$ cat config.mk
export PLATFORM = sky130hd
export DESIGN_NAME = bresenham_line_pixel_generator
export DESIGN_NICKNAME = d
export VERILOG_FILES = /design/src/design/bllpg_pkg.sv /design/src/design/bresenham_line_pixel_generator.sv /design/src/design/bllpg_in_stage.sv /design/src/design/bllpg_core.sv /design/src/design/bllpg_out_stage.sv
export SDC_FILE = /design/constraint.sdc
export NUM_CORES = 1
export LEC_CHECK = 0
export BUFFER_PORTS_ARGS = -buffer_cell sky130_fd_sc_hd__buf_4
export CAP_MARGIN = 20
export CORE_UTILIZATION = 35
export CTS_CLUSTER_SIZE = 8
export DETAILED_ROUTE_END_ITERATION = 12
export GPL_TIMING_DRIVEN = 0
export PLACE_DENSITY = 0.58
export SYNTH_ARGS = -nofsm -noshare
export SYNTH_HDL_FRONTEND = slang
export SYNTH_SLANG_ARGS = --single-unit
export TNS_END_PERCENT = 30
$ cat constraint.sdc
create_clock -name clk -period 6.51 [get_ports clk]
set_clock_uncertainty 0.1 [all_clocks]
set_input_delay 1.302 -clock clk [delete_from_list [all_inputs] [get_ports clk]]
set_output_delay 1.302 -clock clk [all_outputs]
set_load 0.02 [all_outputs]
$ cat src/design/bllpg_pkg.sv
package bllpg_pkg;

  // Kind of input item, carried on in_tuser
  typedef enum logic {
    ACT_START = 1'b0,
    ACT_STEP  = 1'b1
  } action_t;

  // Status that travels with a computed pixel
  typedef struct packed {
    logic valid;
    logic last;
  } pix_ctl_t;

  localparam int unsigned COLOR_IN_W = 12;
  localparam int unsigned COLOR_W    = 8;

  localparam logic [2:0] RED3_MASK  = 3'b111;
  localparam logic [1:0] BLUE2_MASK = 2'b11;

  // RGB444 -> RGB332: top 3 bits of red and green, top 2 bits of blue
  function automatic logic [COLOR_W-1:0] to_rgb332(input logic [COLOR_IN_W-1:0] c);
    logic [2:0] r3;
    logic [2:0] g3;
    logic [1:0] b2;
    r3 = c[11:9] & RED3_MASK;
    g3 = c[7:5] & RED3_MASK;
    b2 = c[3:2] & BLUE2_MASK;
    return {r3, g3, b2};
  endfunction

endpackage

$ cat src/design/bresenham_line_pixel_generator.sv
// Bresenham line rasterizer, at most one pixel per input transfer.
//
// Input stream (in_*): in_tuser is the action, ACT_START loads both
// endpoints and the 12-bit RGB444 color and yields the first endpoint;
// ACT_STEP yields the next pixel along the major axis. A step with no
// line in progress yields nothing. A start during a line abandons it.
// Output stream (out_*): one pixel with RGB332 color; out_tlast marks
// the second endpoint, after which the line is done.
//
// Each input transfer passes through the input register, then the
// error/coordinate update into the output register, to its pixel on
// out_*. Throughput: one item per cycle unless out_* stalls, set by
// the single add-compare update of the error term; in_tready stays
// high while the output register is empty or being drained.
//
// Reset (rst_n low, synchronous) empties both registers and clears the
// line state. When the receiver stalls, the pixel holds on out_* and one
// more item waits in the input register before in_tready drops.
module bresenham_line_pixel_generator
  import bllpg_pkg::*;
#(
  parameter int unsigned COORD_BITS = 8
) (
  input  logic                                      clk,
  input  logic                                      rst_n,
  input  logic                                      in_tvalid,
  output logic                                      in_tready,
  // start_x, start_y, end_x, end_y, color_in, zero fill
  input  logic [((4*COORD_BITS+COLOR_IN_W+7)/8)*8-1:0] in_tdata,
  // action
  input  logic                                      in_tuser,
  output logic                                      out_tvalid,
  input  logic                                      out_tready,
  // pixel_x, pixel_y, pixel_color, zero fill
  output logic [((2*COORD_BITS+COLOR_W+7)/8)*8-1:0]    out_tdata,
  // last
  output logic                                      out_tlast
);

  localparam int unsigned CB    = COORD_BITS;
  localparam int unsigned OUT_W = ((2*COORD_BITS+COLOR_W+7)/8)*8;

  // input register -> core
  logic            s1_valid, s1_act, adv, out_free;
  logic [CB-1:0]   s1_sx, s1_sy, s1_ex, s1_ey;
  logic [COLOR_IN_W-1:0] s1_color;

  // core -> output register
  logic [CB-1:0]      res_x, res_y;
  logic [COLOR_W-1:0] res_color;
  pix_ctl_t           res_ctl;

  logic [CB-1:0]      pix_x, pix_y;
  logic [COLOR_W-1:0] pix_color;

  // the held item is processed whenever the output register can load
  assign adv = s1_valid && out_free;

  bllpg_in_stage #(.COORD_BITS(COORD_BITS)) u_in (
    .clk       (clk),
    .rst_n     (rst_n),
    .in_tvalid (in_tvalid),
    .in_tready (in_tready),
    .in_act    (in_tuser),
    .in_sx     (in_tdata[CB-1:0]),
    .in_sy     (in_tdata[2*CB-1:CB]),
    .in_ex     (in_tdata[3*CB-1:2*CB]),
    .in_ey     (in_tdata[4*CB-1:3*CB]),
    .in_color  (in_tdata[4*CB+COLOR_IN_W-1:4*CB]),
    .adv       (adv),
    .valid     (s1_valid),
    .act       (s1_act),
    .sx        (s1_sx),
    .sy        (s1_sy),
    .ex        (s1_ex),
    .ey        (s1_ey),
    .color     (s1_color)
  );

  bllpg_core #(.COORD_BITS(COORD_BITS)) u_core (
    .clk       (clk),
    .rst_n     (rst_n),
    .take      (adv),
    .act       (s1_act),
    .sx        (s1_sx),
    .sy        (s1_sy),
    .ex        (s1_ex),
    .ey        (s1_ey),
    .color     (s1_color),
    .res_x     (res_x),
    .res_y     (res_y),
    .res_color (res_color),
    .res_ctl   (res_ctl)
  );

  bllpg_out_stage #(.COORD_BITS(COORD_BITS)) u_out (
    .clk        (clk),
    .rst_n      (rst_n),
    .take       (adv),
    .res_x      (res_x),
    .res_y      (res_y),
    .res_color  (res_color),
    .res_ctl    (res_ctl),
    .free       (out_free),
    .out_tvalid (out_tvalid),
    .out_tready (out_tready),
    .pix_x      (pix_x),
    .pix_y      (pix_y),
    .pix_color  (pix_color),
    .pix_last   (out_tlast)
  );

  // zero fill up to whole bytes
  assign out_tdata = OUT_W'({pix_color, pix_y, pix_x});

endmodule

$ cat src/design/bllpg_in_stage.sv
module bllpg_in_stage
  import bllpg_pkg::*;
#(
  parameter int unsigned COORD_BITS = 8
) (
  input  logic                  clk,
  input  logic                  rst_n,
  input  logic                  in_tvalid,
  output logic                  in_tready,
  input  logic                  in_act,
  input  logic [COORD_BITS-1:0] in_sx,
  input  logic [COORD_BITS-1:0] in_sy,
  input  logic [COORD_BITS-1:0] in_ex,
  input  logic [COORD_BITS-1:0] in_ey,
  input  logic [COLOR_IN_W-1:0] in_color,
  input  logic                  adv,      // held item moves on this cycle
  output logic                  valid,
  output logic                  act,
  output logic [COORD_BITS-1:0] sx,
  output logic [COORD_BITS-1:0] sy,
  output logic [COORD_BITS-1:0] ex,
  output logic [COORD_BITS-1:0] ey,
  output logic [COLOR_IN_W-1:0] color
);

  logic                  valid_r, valid_nxt;
  logic                  act_r;
  logic [COORD_BITS-1:0] sx_r, sy_r, ex_r, ey_r;
  logic [COLOR_IN_W-1:0] color_r;
  logic                  load;

  assign in_tready = !valid_r || adv;
  assign load      = in_tvalid && in_tready;

  always_comb begin
    valid_nxt = valid_r;
    if (load) begin
      valid_nxt = 1'b1;
    end else if (adv) begin
      valid_nxt = 1'b0;
    end
  end

  always_ff @(posedge clk) begin
    if (!rst_n) begin
      valid_r <= 1'b0;
    end else begin
      valid_r <= valid_nxt;
    end
  end

  always_ff @(posedge clk) begin
    if (load) begin
      act_r   <= in_act;
      sx_r    <= in_sx;
      sy_r    <= in_sy;
      ex_r    <= in_ex;
      ey_r    <= in_ey;
      color_r <= in_color;
    end
  end

  assign valid = valid_r;
  assign act   = act_r;
  assign sx    = sx_r;
  assign sy    = sy_r;
  assign ex    = ex_r;
  assign ey    = ey_r;
  assign color = color_r;

endmodule

$ cat src/design/bllpg_core.sv
module bllpg_core
  import bllpg_pkg::*;
#(
  parameter int unsigned COORD_BITS = 8
) (
  input  logic                  clk,
  input  logic                  rst_n,
  input  logic                  take,     // item consumed this cycle
  input  logic                  act,
  input  logic [COORD_BITS-1:0] sx,
  input  logic [COORD_BITS-1:0] sy,
  input  logic [COORD_BITS-1:0] ex,
  input  logic [COORD_BITS-1:0] ey,
  input  logic [COLOR_IN_W-1:0] color,
  output logic [COORD_BITS-1:0] res_x,
  output logic [COORD_BITS-1:0] res_y,
  output logic [COLOR_W-1:0]    res_color,
  output pix_ctl_t              res_ctl
);

  localparam int unsigned DBL_W = COORD_BITS + 2;
  localparam int unsigned ERR_W = COORD_BITS + 3;

  function automatic logic [COORD_BITS-1:0] step_c(input logic [COORD_BITS-1:0] v,
                                                   input logic neg);
    return neg ? (v - COORD_BITS'(1)) : (v + COORD_BITS'(1));
  endfunction

  // line state
  logic                  busy_r, busy_nxt;
  logic [COORD_BITS-1:0] cur_x_r, cur_x_nxt, cur_y_r, cur_y_nxt;
  logic [COORD_BITS-1:0] goal_x_r, goal_x_nxt, goal_y_r, goal_y_nxt;
  logic [ERR_W-1:0]      err_r, err_nxt;       // two's complement
  logic [DBL_W-1:0]      tdx_r, tdx_nxt, tdy_r, tdy_nxt;
  logic                  dxn_r, dxn_nxt, dyn_r, dyn_nxt;
  logic                  xmaj_r, xmaj_nxt;
  logic [COLOR_W-1:0]    lcol_r, lcol_nxt;

  // start setup
  logic signed [COORD_BITS:0] dx_s, dy_s;
  logic [COORD_BITS-1:0]      adx, ady;
  logic                       st_xmaj;

  // step
  logic             minor_go;
  logic [ERR_W-1:0] tdx_e, tdy_e;

  assign dx_s    = $signed({1'b0, ex}) - $signed({1'b0, sx});
  assign dy_s    = $signed({1'b0, ey}) - $signed({1'b0, sy});
  assign adx     = dx_s[COORD_BITS] ? COORD_BITS'(-dx_s) : dx_s[COORD_BITS-1:0];
  assign ady     = dy_s[COORD_BITS] ? COORD_BITS'(-dy_s) : dy_s[COORD_BITS-1:0];
  assign st_xmaj = adx > ady;

  assign tdx_e    = ERR_W'(tdx_r);
  assign tdy_e    = ERR_W'(tdy_r);
  assign minor_go = !err_r[ERR_W-1];

  always_comb begin
    busy_nxt   = busy_r;
    cur_x_nxt  = cur_x_r;
    cur_y_nxt  = cur_y_r;
    goal_x_nxt = goal_x_r;
    goal_y_nxt = goal_y_r;
    err_nxt    = err_r;
    tdx_nxt    = tdx_r;
    tdy_nxt    = tdy_r;
    dxn_nxt    = dxn_r;
    dyn_nxt    = dyn_r;
    xmaj_nxt   = xmaj_r;
    lcol_nxt   = lcol_r;
    res_ctl    = '{valid: 1'b0, last: 1'b0};

    unique case (action_t'(act))
      ACT_START: begin
        dxn_nxt    = dx_s[COORD_BITS];
        dyn_nxt    = dy_s[COORD_BITS];
        tdx_nxt    = DBL_W'({adx, 1'b0});
        tdy_nxt    = DBL_W'({ady, 1'b0});
        xmaj_nxt   = st_xmaj;
        err_nxt    = st_xmaj ? (ERR_W'({ady, 1'b0}) - ERR_W'(adx))
                             : (ERR_W'({adx, 1'b0}) - ERR_W'(ady));
        lcol_nxt   = to_rgb332(color);
        cur_x_nxt  = sx;
        cur_y_nxt  = sy;
        goal_x_nxt = ex;
        goal_y_nxt = ey;
        busy_nxt   = st_xmaj ? (sx != ex) : (sy != ey);
        res_ctl    = '{valid: 1'b1, last: !busy_nxt};
      end
      ACT_STEP: begin
        if (busy_r) begin
          if (xmaj_r) begin
            if (minor_go) begin
              cur_y_nxt = step_c(cur_y_r, dyn_r);
            end
            cur_x_nxt = step_c(cur_x_r, dxn_r);
            err_nxt   = err_r - (minor_go ? tdx_e : '0) + tdy_e;
            busy_nxt  = cur_x_nxt != goal_x_r;
          end else begin
            if (minor_go) begin
              cur_x_nxt = step_c(cur_x_r, dxn_r);
            end
            cur_y_nxt = step_c(cur_y_r, dyn_r);
            err_nxt   = err_r - (minor_go ? tdy_e : '0) + tdx_e;
            busy_nxt  = cur_y_nxt != goal_y_r;
          end
          res_ctl = '{valid: 1'b1, last: !busy_nxt};
        end
      end
      default: ;
    endcase
  end

  assign res_x     = cur_x_nxt;
  assign res_y     = cur_y_nxt;
  assign res_color = lcol_nxt;

  always_ff @(posedge clk) begin
    if (!rst_n) begin
      busy_r   <= 1'b0;
      cur_x_r  <= '0;
      cur_y_r  <= '0;
      goal_x_r <= '0;
      goal_y_r <= '0;
      err_r    <= '0;
      tdx_r    <= '0;
      tdy_r    <= '0;
      dxn_r    <= 1'b0;
      dyn_r    <= 1'b0;
      xmaj_r   <= 1'b0;
      lcol_r   <= '0;
    end else if (take) begin
      busy_r   <= busy_nxt;
      cur_x_r  <= cur_x_nxt;
      cur_y_r  <= cur_y_nxt;
      goal_x_r <= goal_x_nxt;
      goal_y_r <= goal_y_nxt;
      err_r    <= err_nxt;
      tdx_r    <= tdx_nxt;
      tdy_r    <= tdy_nxt;
      dxn_r    <= dxn_nxt;
      dyn_r    <= dyn_nxt;
      xmaj_r   <= xmaj_nxt;
      lcol_r   <= lcol_nxt;
    end
  end

endmodule

$ cat src/design/bllpg_out_stage.sv
module bllpg_out_stage
  import bllpg_pkg::*;
#(
  parameter int unsigned COORD_BITS = 8
) (
  input  logic                  clk,
  input  logic                  rst_n,
  input  logic                  take,      // core consumes an item this cycle
  input  logic [COORD_BITS-1:0] res_x,
  input  logic [COORD_BITS-1:0] res_y,
  input  logic [COLOR_W-1:0]    res_color,
  input  pix_ctl_t              res_ctl,
  output logic                  free,      // register can load this cycle
  output logic                  out_tvalid,
  input  logic                  out_tready,
  output logic [COORD_BITS-1:0] pix_x,
  output logic [COORD_BITS-1:0] pix_y,
  output logic [COLOR_W-1:0]    pix_color,
  output logic                  pix_last
);

  logic                  valid_r, valid_nxt;
  logic [COORD_BITS-1:0] x_r, y_r;
  logic [COLOR_W-1:0]    col_r;
  logic                  last_r;

  assign free      = !valid_r || out_tready;
  assign valid_nxt = free ? (take && res_ctl.valid) : valid_r;

  always_ff @(posedge clk) begin
    if (!rst_n) begin
      valid_r <= 1'b0;
    end else begin
      valid_r <= valid_nxt;
    end
  end

  always_ff @(posedge clk) begin
    if (free && take && res_ctl.valid) begin
      x_r    <= res_x;
      y_r    <= res_y;
      col_r  <= res_color;
      last_r <= res_ctl.last;
    end
  end

  assign out_tvalid = valid_r;
  assign pix_x      = x_r;
  assign pix_y      = y_r;
  assign pix_color  = col_r;
  assign pix_last   = last_r;

endmodule

---- Word-level counts from Yosys, hierarchy flattened ----
Index checks and enable logic that the tools add are counted.
word-level totals
  register bits after elaboration ......... 143
  latch bits .............................. 0
  RAM bits ................................ 0
  memory bits (read-only) ................. 0
  bits of input ports ..................... 53
  output and inout port bits .............. 27
  word-level logic and storage cells ...... 88
  memories ................................ 0
cells by class
  $add $sub $neg .......................... 14
  multipliers ............................. 0
  divide/modulo/power cells ............... 0
  magnitude comparators ................... 1
  eq/ne operators ......................... 5
  shifts and indexed selects .............. 0
  muxes and demuxes ....................... 29
  bitwise operators ....................... 1
  reduce and logical (&&, ||, !) cells .... 14
operator list
  operator             number
  $mux 8               11
  $mux 11              3
  $ne 8x8->1           4
  $pmux 8 s2           2
  $add 11x9->11        2
  $pmux 11 s2          1
  $sub 11x11->11       2
  $sub 9x8->10         2
  $mux 9               2
  $sub 8x8->9          2
  $add 8x1->8 const B  2
  $neg 8->8            2
  $sub 8x1->8 const B  2
  $gt 8x8->1           1
  $mux 1               7
  $logic_and 1x1->1    5
  $logic_not 1->1      4
  $pmux 2 s2           1
  $reduce_and 2->1     2
  $logic_or 1x1->1     2
  $mux 2               1
  $ne 2x1->1 const B   1
  $pmux 1 s2           1
  $reduce_bool 2->1    1
  $not 1->1            1

---- Logic depth before layout (Yosys ltp) ----
  depth in word-level cells ............... 10
  mapped depth ............................ 21
  depth with buffers taken out ............ 21

---- Cells and area by module ----
Synthesis repeated with hierarchy kept, for this count alone.
unflattened totals
  cells, all modules ...................... 990
  area total of the unflattened synthesis .. 9310.2 µm²
by module, submodules not included
  module                          instances  cells each  area an instance (µm²)  sequential area each (µm²)
  bllpg_core                      1          909         7079.3                  1401.3
  bllpg_in_stage                  1          50          1408.9                  1371.3
  bllpg_out_stage                 1          30          815.8                   770.7
  bresenham_line_pixel_generator  1          1           6.3                     0.0

---- Worst setup path before layout ----
Ideal clock, no wire load.
  kind .................................... reg2reg
  from .................................... register u_in.ex_r[0], in the netlist u_in.ex[0]
  to ...................................... register u_core.err_r[10]
  library setup time ...................... 0.078 ns
  arrival time ............................ 4.385 ns
  data required time ...................... 6.332 ns
  slack ................................... 1.947 ns
  cell stages (with the launch flop) ...... 22
  path buffers ............................ 0
  period minus slack after synthesis ...... 4.563 ns
  cells stage by stage .................... edfxtp_1 inv_1 ha_1 inv_1 fa_1 a211oi_2 nor3_1 a211oi_2 nor2_1 a21oi_1 ha_1 a21o_1 a21oi_1 nor2b_1 o21ai_0 nand2b_1 maj3_1 a21oi_1 o22ai_1 or3b_2 a21o_1 a31oi_1
between the ends
  longest elaborated chain between the ends .. 6
  elaborated cells on any way between the ends .. 8
  those cells by class .................... add/sub: 4; order compare: 1; mux: 3
RTL lines
  item                                  line                  RTL
  start: declaration                    bllpg_in_stage.sv:28  logic [COORD_BITS-1:0] sx_r, sy_r, ex_r, ey_r;
  start signal: assignment              bllpg_in_stage.sv:57  ex_r <= in_ex;
  $sub 8x8->9 *                         bllpg_core.sv:48      assign dx_s = $signed({1'b0, ex}) - $signed({1'b0, sx});
  $neg 8->8                             bllpg_core.sv:50      assign adx = dx_s[COORD_BITS] ? COORD_BITS'(-dx_s) : dx_s[COORD_BITS-1:0];
  $mux 8 *                              bllpg_core.sv:50
  $sub 9x8->10 (tied with other cells)  bllpg_core.sv:81      : (ERR_W'({adx, 1'b0}) - ERR_W'(ady));
  $mux 11 *                             bllpg_core.sv:80      err_nxt = st_xmaj ? (ERR_W'({ady, 1'b0}) - ERR_W'(adx))
  $pmux 11 s2 *                         bllpg_core.sv:73      unique case (action_t'(act))
  end signal: assignment                bllpg_core.sv:138     err_r <= err_nxt;
  end: declaration                      bllpg_core.sv:33      logic [ERR_W-1:0] err_r, err_nxt;
Every way passes the cells marked *; elsewhere a longest branch is shown, timed or not.
A chain may end at the register's enable or synchronous reset.

==> metrics.md <==
| Metric | Value |
|---|---|
| Type of element capturing the critical path | flip-flop |
| Sequential fraction of design power | 30.2% |
| Inserted Diodes | 0 |
| Synthesized netlist cell count | just under 1000 |
| Initial antenna violation count | 0 |
| Total of endpoints with negative setup slack in the final report | 0 |
| Overall track demand over capacity in global routing | 17.3% |
| Highest Clock Rate | between 150 and 200 MHz |
| Count of different cell masters after synthesis | 60 |
| RSZ-0062 raised after global routing | no |
| Actual slew at the worst max-slew pin | approximately 0.9 ns |
| Via count of the first global-routing pass | slightly below 7000 |
| Via count | ~6800 |
| Postcts setup bufs | 0 |
| HPWL after detailed placement | 17.3 mm |
| Power after layout | 3.31 mW |
| Count of clock tree sinks | approximately 140 |
| DIE WIDTH | roughly 160 um |
| Multi-input gate area | ~0.005 mm^2 |
| Most instantiated flip-flop cell in the synthesis netlist | sky130_fd_sc_hd__dfxtp_1 |
| Accumulated negative setup slack | 0 ns |
| Tmin final | about 5.5 ns |
| Largest area contributor in the synthesized netlist | sky130_fd_sc_hd__edfxtp_1 |
| Detailed Route WL | between 20 and 25 mm |
| Count of unresolved DRC violations after routing | 0 |
| Proportion of register bits with asynchronous set or reset after synthesis | 0% |
| DIE HEIGHT | 163 um |
| Number of nets in the synthesized netlist | 1102 |
| Clock insertion delay at the later pin of the skew report | ~0.43 ns |
| Fraction of final layout cells with drive strength greater than 1 | a little under an eighth |
| Max_cap viols | 0 |
| Combinational fraction of design power | between 40% and 50% |
| Normalized max-slew margin | 39.4% |
| Fin. max-slew vios | 0 |
| Number of port buffers | 70 |
| Post-detailed-route via-to-cell ratio | between 4 and 5 |
| Number of hold violations in the final report | 0 |
| Last weighted congestion value of the routability-driven placer | 0.835 |
| Net switching power of the design | 1.19 mW |
| Clock tree from TritonCTS | done |
| Antenna viol nets, final | 0 |
| Post-cts gate resize count | 0 |
| CTS root buf | sky130_fd_sc_hd__clkbuf_16 |
| Number of rows created at floorplan | between 50 and 60 |
| Power Density | around 310 mW/mm^2 |
| Total clock buffers created by CTS | 17 |
| Final global-route overflow total | 0 |
| Area share of the largest cell type after synthesis | between 20% and 30% |
| Kind of launch point of the worst setup path | flip-flop |
| Clock transition time at the flip-flop clock pins of the worst setup and hold paths | about 0.06 ns |
| Total core area | 0.0253 mm^2 |
| Status | complete, no violations |
| Wire per inst | approximately 16 um |
| Maximum number of pins on one net before global-route repair | 35 |
| VDD IR max | 0.211 mV |
| Netlist Area Pre-Place | 0.00902 mm^2 |
| Switching share of total power | approximately 36% |
| Clock share of power | between 20% and 30% |
| Worst Hold Class | reg -> reg |
| Relative area change from synthesis to final layout | 16.8% |
| Global-route wire length before repair | about 35 mm |
| Post-synthesis average cell area | ~9.4 um^2 |
| Area of all sequential standard cells | about 0.0034 mm^2 |
| Worst EP arrival | ~5.6 ns |
| Effective utilization at floorplan | a little over a third |
| Cell types occupying the most area after synthesis | sky130_fd_sc_hd__edfxtp_1 (22%), sky130_fd_sc_hd__dfxtp_1 (16%), sky130_fd_sc_hd__ha_1 (8.7%), sky130_fd_sc_hd__nand2_1 (5.4%), sky130_fd_sc_hd__fa_1 (5.3%) |
| First drt pass iteration count | 5 |
| Yosys warns | 0 |
| Lkg Pwr | 4.55 nW |
| Largest fanout of any net on the critical path | 10 |
| Area enclosed by the die boundary | approximately 0.026 mm^2 |
| I/O pin count | 80 |
| Cell-internal power | ~2.1 mW |
| Proportion of synthesized chip area in sequential cells | between 30% and 40% |
| Number of filler cells placed in the layout | around 2600 |
| Number of DRC markers after the initial detailed-route iteration | roughly 310 |
| Kind of critical path | reg -> reg |
| Final net count | around 1200 |
| Max H-tree Level | 4 |
| Required time at the endpoint of the critical path | between 6 and 7 ns |
| Longest Clk Path Bufs | 2 |
| Number of synthesized flops with an enable pin | 66 |
| Crit share post-route | roughly 85% |
| Hold buffer count at cts | 0 |
| Number of synthesized register bits | between 100 and 150 |
==> metrics by stage <==
step	utilization, %	worst slack, ns	area (um^2)	hold WS, ns	instances
floorplan	-	1.95	9020	0.334	962
global placement	39.4	1.03	9960	0.343	1362
detailed placement	39.5	0.982	9980	0.347	1363
CTS	41.7	0.960	10500	0.356	1394
global route	41.7	0.583	10500	0.377	1394
finish	41.7	0.985	10500	0.352	1394
==> cells by family (layout without fill, tap and decap cells) <==
| family | Yosys count | after routing | synth area share, % |
|---|---|---|---|
| AO/OA/AOI/OAI | 215 | 215 | 16.5 |
| XOR/XNOR | 84 | 84 | 8.62 |
| adder cells (fa/ha/maj) | 94 | 94 | 14.9 |
| buffers and inverters | 148 | 250 | 6.24 |
| flip-flops | 138 | 138 | 38.0 |
| multiplexers | 30 | 30 | 3.47 |
| AND/OR/NAND/NOR | 253 | 253 | 12.3 |
==> Yosys cell counts (4+ instances only) <==
| master | n |
|---|---|
| sky130_fd_sc_hd__nand2_1 | 129 |
| sky130_fd_sc_hd__inv_1 | 110 |
| sky130_fd_sc_hd__dfxtp_1 | 72 |
| sky130_fd_sc_hd__edfxtp_1 | 66 |
| sky130_fd_sc_hd__ha_1 | 63 |
| sky130_fd_sc_hd__nor2_1 | 57 |
| sky130_fd_sc_hd__a21oi_1 | 54 |
| sky130_fd_sc_hd__xnor2_1 | 49 |
| sky130_fd_sc_hd__a21boi_0 | 48 |
| sky130_fd_sc_hd__xor2_1 | 32 |
| sky130_fd_sc_hd__clkbuf_1 | 28 |
| sky130_fd_sc_hd__fa_1 | 24 |
| sky130_fd_sc_hd__o21ai_0 | 21 |
| sky130_fd_sc_hd__mux2i_1 | 20 |
| sky130_fd_sc_hd__a21o_1 | 15 |
| sky130_fd_sc_hd__o211a_1 | 14 |
| sky130_fd_sc_hd__nand2b_1 | 12 |
| sky130_fd_sc_hd__nand3_1 | 12 |
| sky130_fd_sc_hd__o211ai_1 | 11 |
| sky130_fd_sc_hd__nor2b_1 | 10 |
| sky130_fd_sc_hd__mux2_2 | 9 |
| sky130_fd_sc_hd__o21bai_1 | 9 |
| sky130_fd_sc_hd__nor3_1 | 8 |
| sky130_fd_sc_hd__buf_1 | 7 |
| sky130_fd_sc_hd__nand4_1 | 7 |
| sky130_fd_sc_hd__o21a_1 | 7 |
| sky130_fd_sc_hd__nand3b_1 | 5 |
| sky130_fd_sc_hd__o2111ai_1 | 5 |
| sky130_fd_sc_hd__maj3_1 | 4 |
| sky130_fd_sc_hd__o311ai_0 | 4 |
==> worst paths after layout <==
| path | from | end | slack (ns) | cells past startpoint |
|---|---|---|---|---|
| worst min register to register | u_core.err_r[6]$_SDFFE_PN0P_ | u_core.err_r[6]$_SDFFE_PN0P_ | 0.35 | 2 |
| worst max register to register | u_in.ex[0]$_DFFE_PP_ | u_out.pix_last$_DFFE_PP_ | 0.98 | 20 |
| worst max-delay path | u_in.ex[0]$_DFFE_PP_ | u_out.pix_last$_DFFE_PP_ | 0.98 | 20 |
| worst min-delay path | u_core.err_r[6]$_SDFFE_PN0P_ | u_core.err_r[6]$_SDFFE_PN0P_ | 0.35 | 2 |
==> metal layers <==
metal | wire length, um | global-route usage (%)
met5 | 0 | 0
met4 | 287 | 4.67
met3 | 630 | 3.11
met2 | 10400 | 29.2
met1 | 10500 | 22.5
==> critical path: stages (launching register included) <==
cell and delay, ns:
sky130_fd_sc_hd__edfxtp_1 0.45, sky130_fd_sc_hd__inv_1 0.10, sky130_fd_sc_hd__ha_1 0.17, sky130_fd_sc_hd__inv_1 0.05
sky130_fd_sc_hd__fa_1 0.40, sky130_fd_sc_hd__a211oi_2 0.30, sky130_fd_sc_hd__nor3_1 0.12, sky130_fd_sc_hd__a211oi_2 0.55
sky130_fd_sc_hd__nor2_1 0.08, sky130_fd_sc_hd__a21oi_1 0.35, sky130_fd_sc_hd__inv_1 0.13, sky130_fd_sc_hd__ha_1 0.33
sky130_fd_sc_hd__nor2b_1 0.13, sky130_fd_sc_hd__o211ai_1 0.19, sky130_fd_sc_hd__a21oi_1 0.13, sky130_fd_sc_hd__maj3_2 0.32
sky130_fd_sc_hd__maj3_2 0.34, sky130_fd_sc_hd__maj3_2 0.35, sky130_fd_sc_hd__buf_6 0.17, sky130_fd_sc_hd__o21ai_1 0.33
sky130_fd_sc_hd__a21oi_1 0.15
==> cell usage in the layout (no fill, tap or decap), drive strengths merged, types with 4 or more instances in the layout <==
cell     count
nand3b       5
nand4        7
inv        117
a21boi      49
nor2b       10
nand3       12
o211a       14
o2111ai      5
xor2        32
clkinv       4
mux2i       20
xnor2       49
maj3         7
clkbuf      46
nor2        57
o22ai        4
nor3         8
nand2b      12
dfxtp       72
mux2        10
ha          63
o311ai       4
o21bai       9
o21a         7
a21o        15
a211oi       5
o211ai      11
buf         79
nand2      129
edfxtp      66
o21ai       24
fa          24
a21oi       54
==> final cells by class <==
class                   instances  share of cell area [%]
well taps                     330                    3.92
multi-input cells             676                    47.8
flip-flops and latches        138                    32.5
repair buffers                 71                    5.18
inverters                     112                    3.99
clock inverters                13                    1.10
plain buffers                  36                    1.37
clock buffers                  18                    4.17
==> flip-flops by register name, summed over array words and instances (netlist names), 8 cells and up <==
name,cells
u_core.tdy_r,8
u_out.pix_x,8
u_in.ey,8
u_in.sy,8
u_in.color,8
u_in.ex,8
u_out.pix_y,8
u_core.cur_y_r,8
u_core.goal_y_r,8
u_core.err_r,10
u_core.lcol_r,8
u_in.sx,8
u_out.pix_color,8
u_core.goal_x_r,8
u_core.tdx_r,8
u_core.cur_x_r,8
==> power by group through the flow <==
| stage | Clock [mW] | Combinational (mW) | Sequential [mW] |
|---|---|---|---|
| after global placement | 0 | 1.35 | 1.02 |
| final | 0.927 | 1.38 | 1.00 |
| after CTS | 0.949 | 1.39 | 1.00 |
| after global routing | 0.992 | 1.54 | 1.00 |
| after detailed placement | 0 | 1.37 | 1.02 |
| after floorplan | 0 | 1.06 | 1.01 |
(Power assumes the default switching activity.)
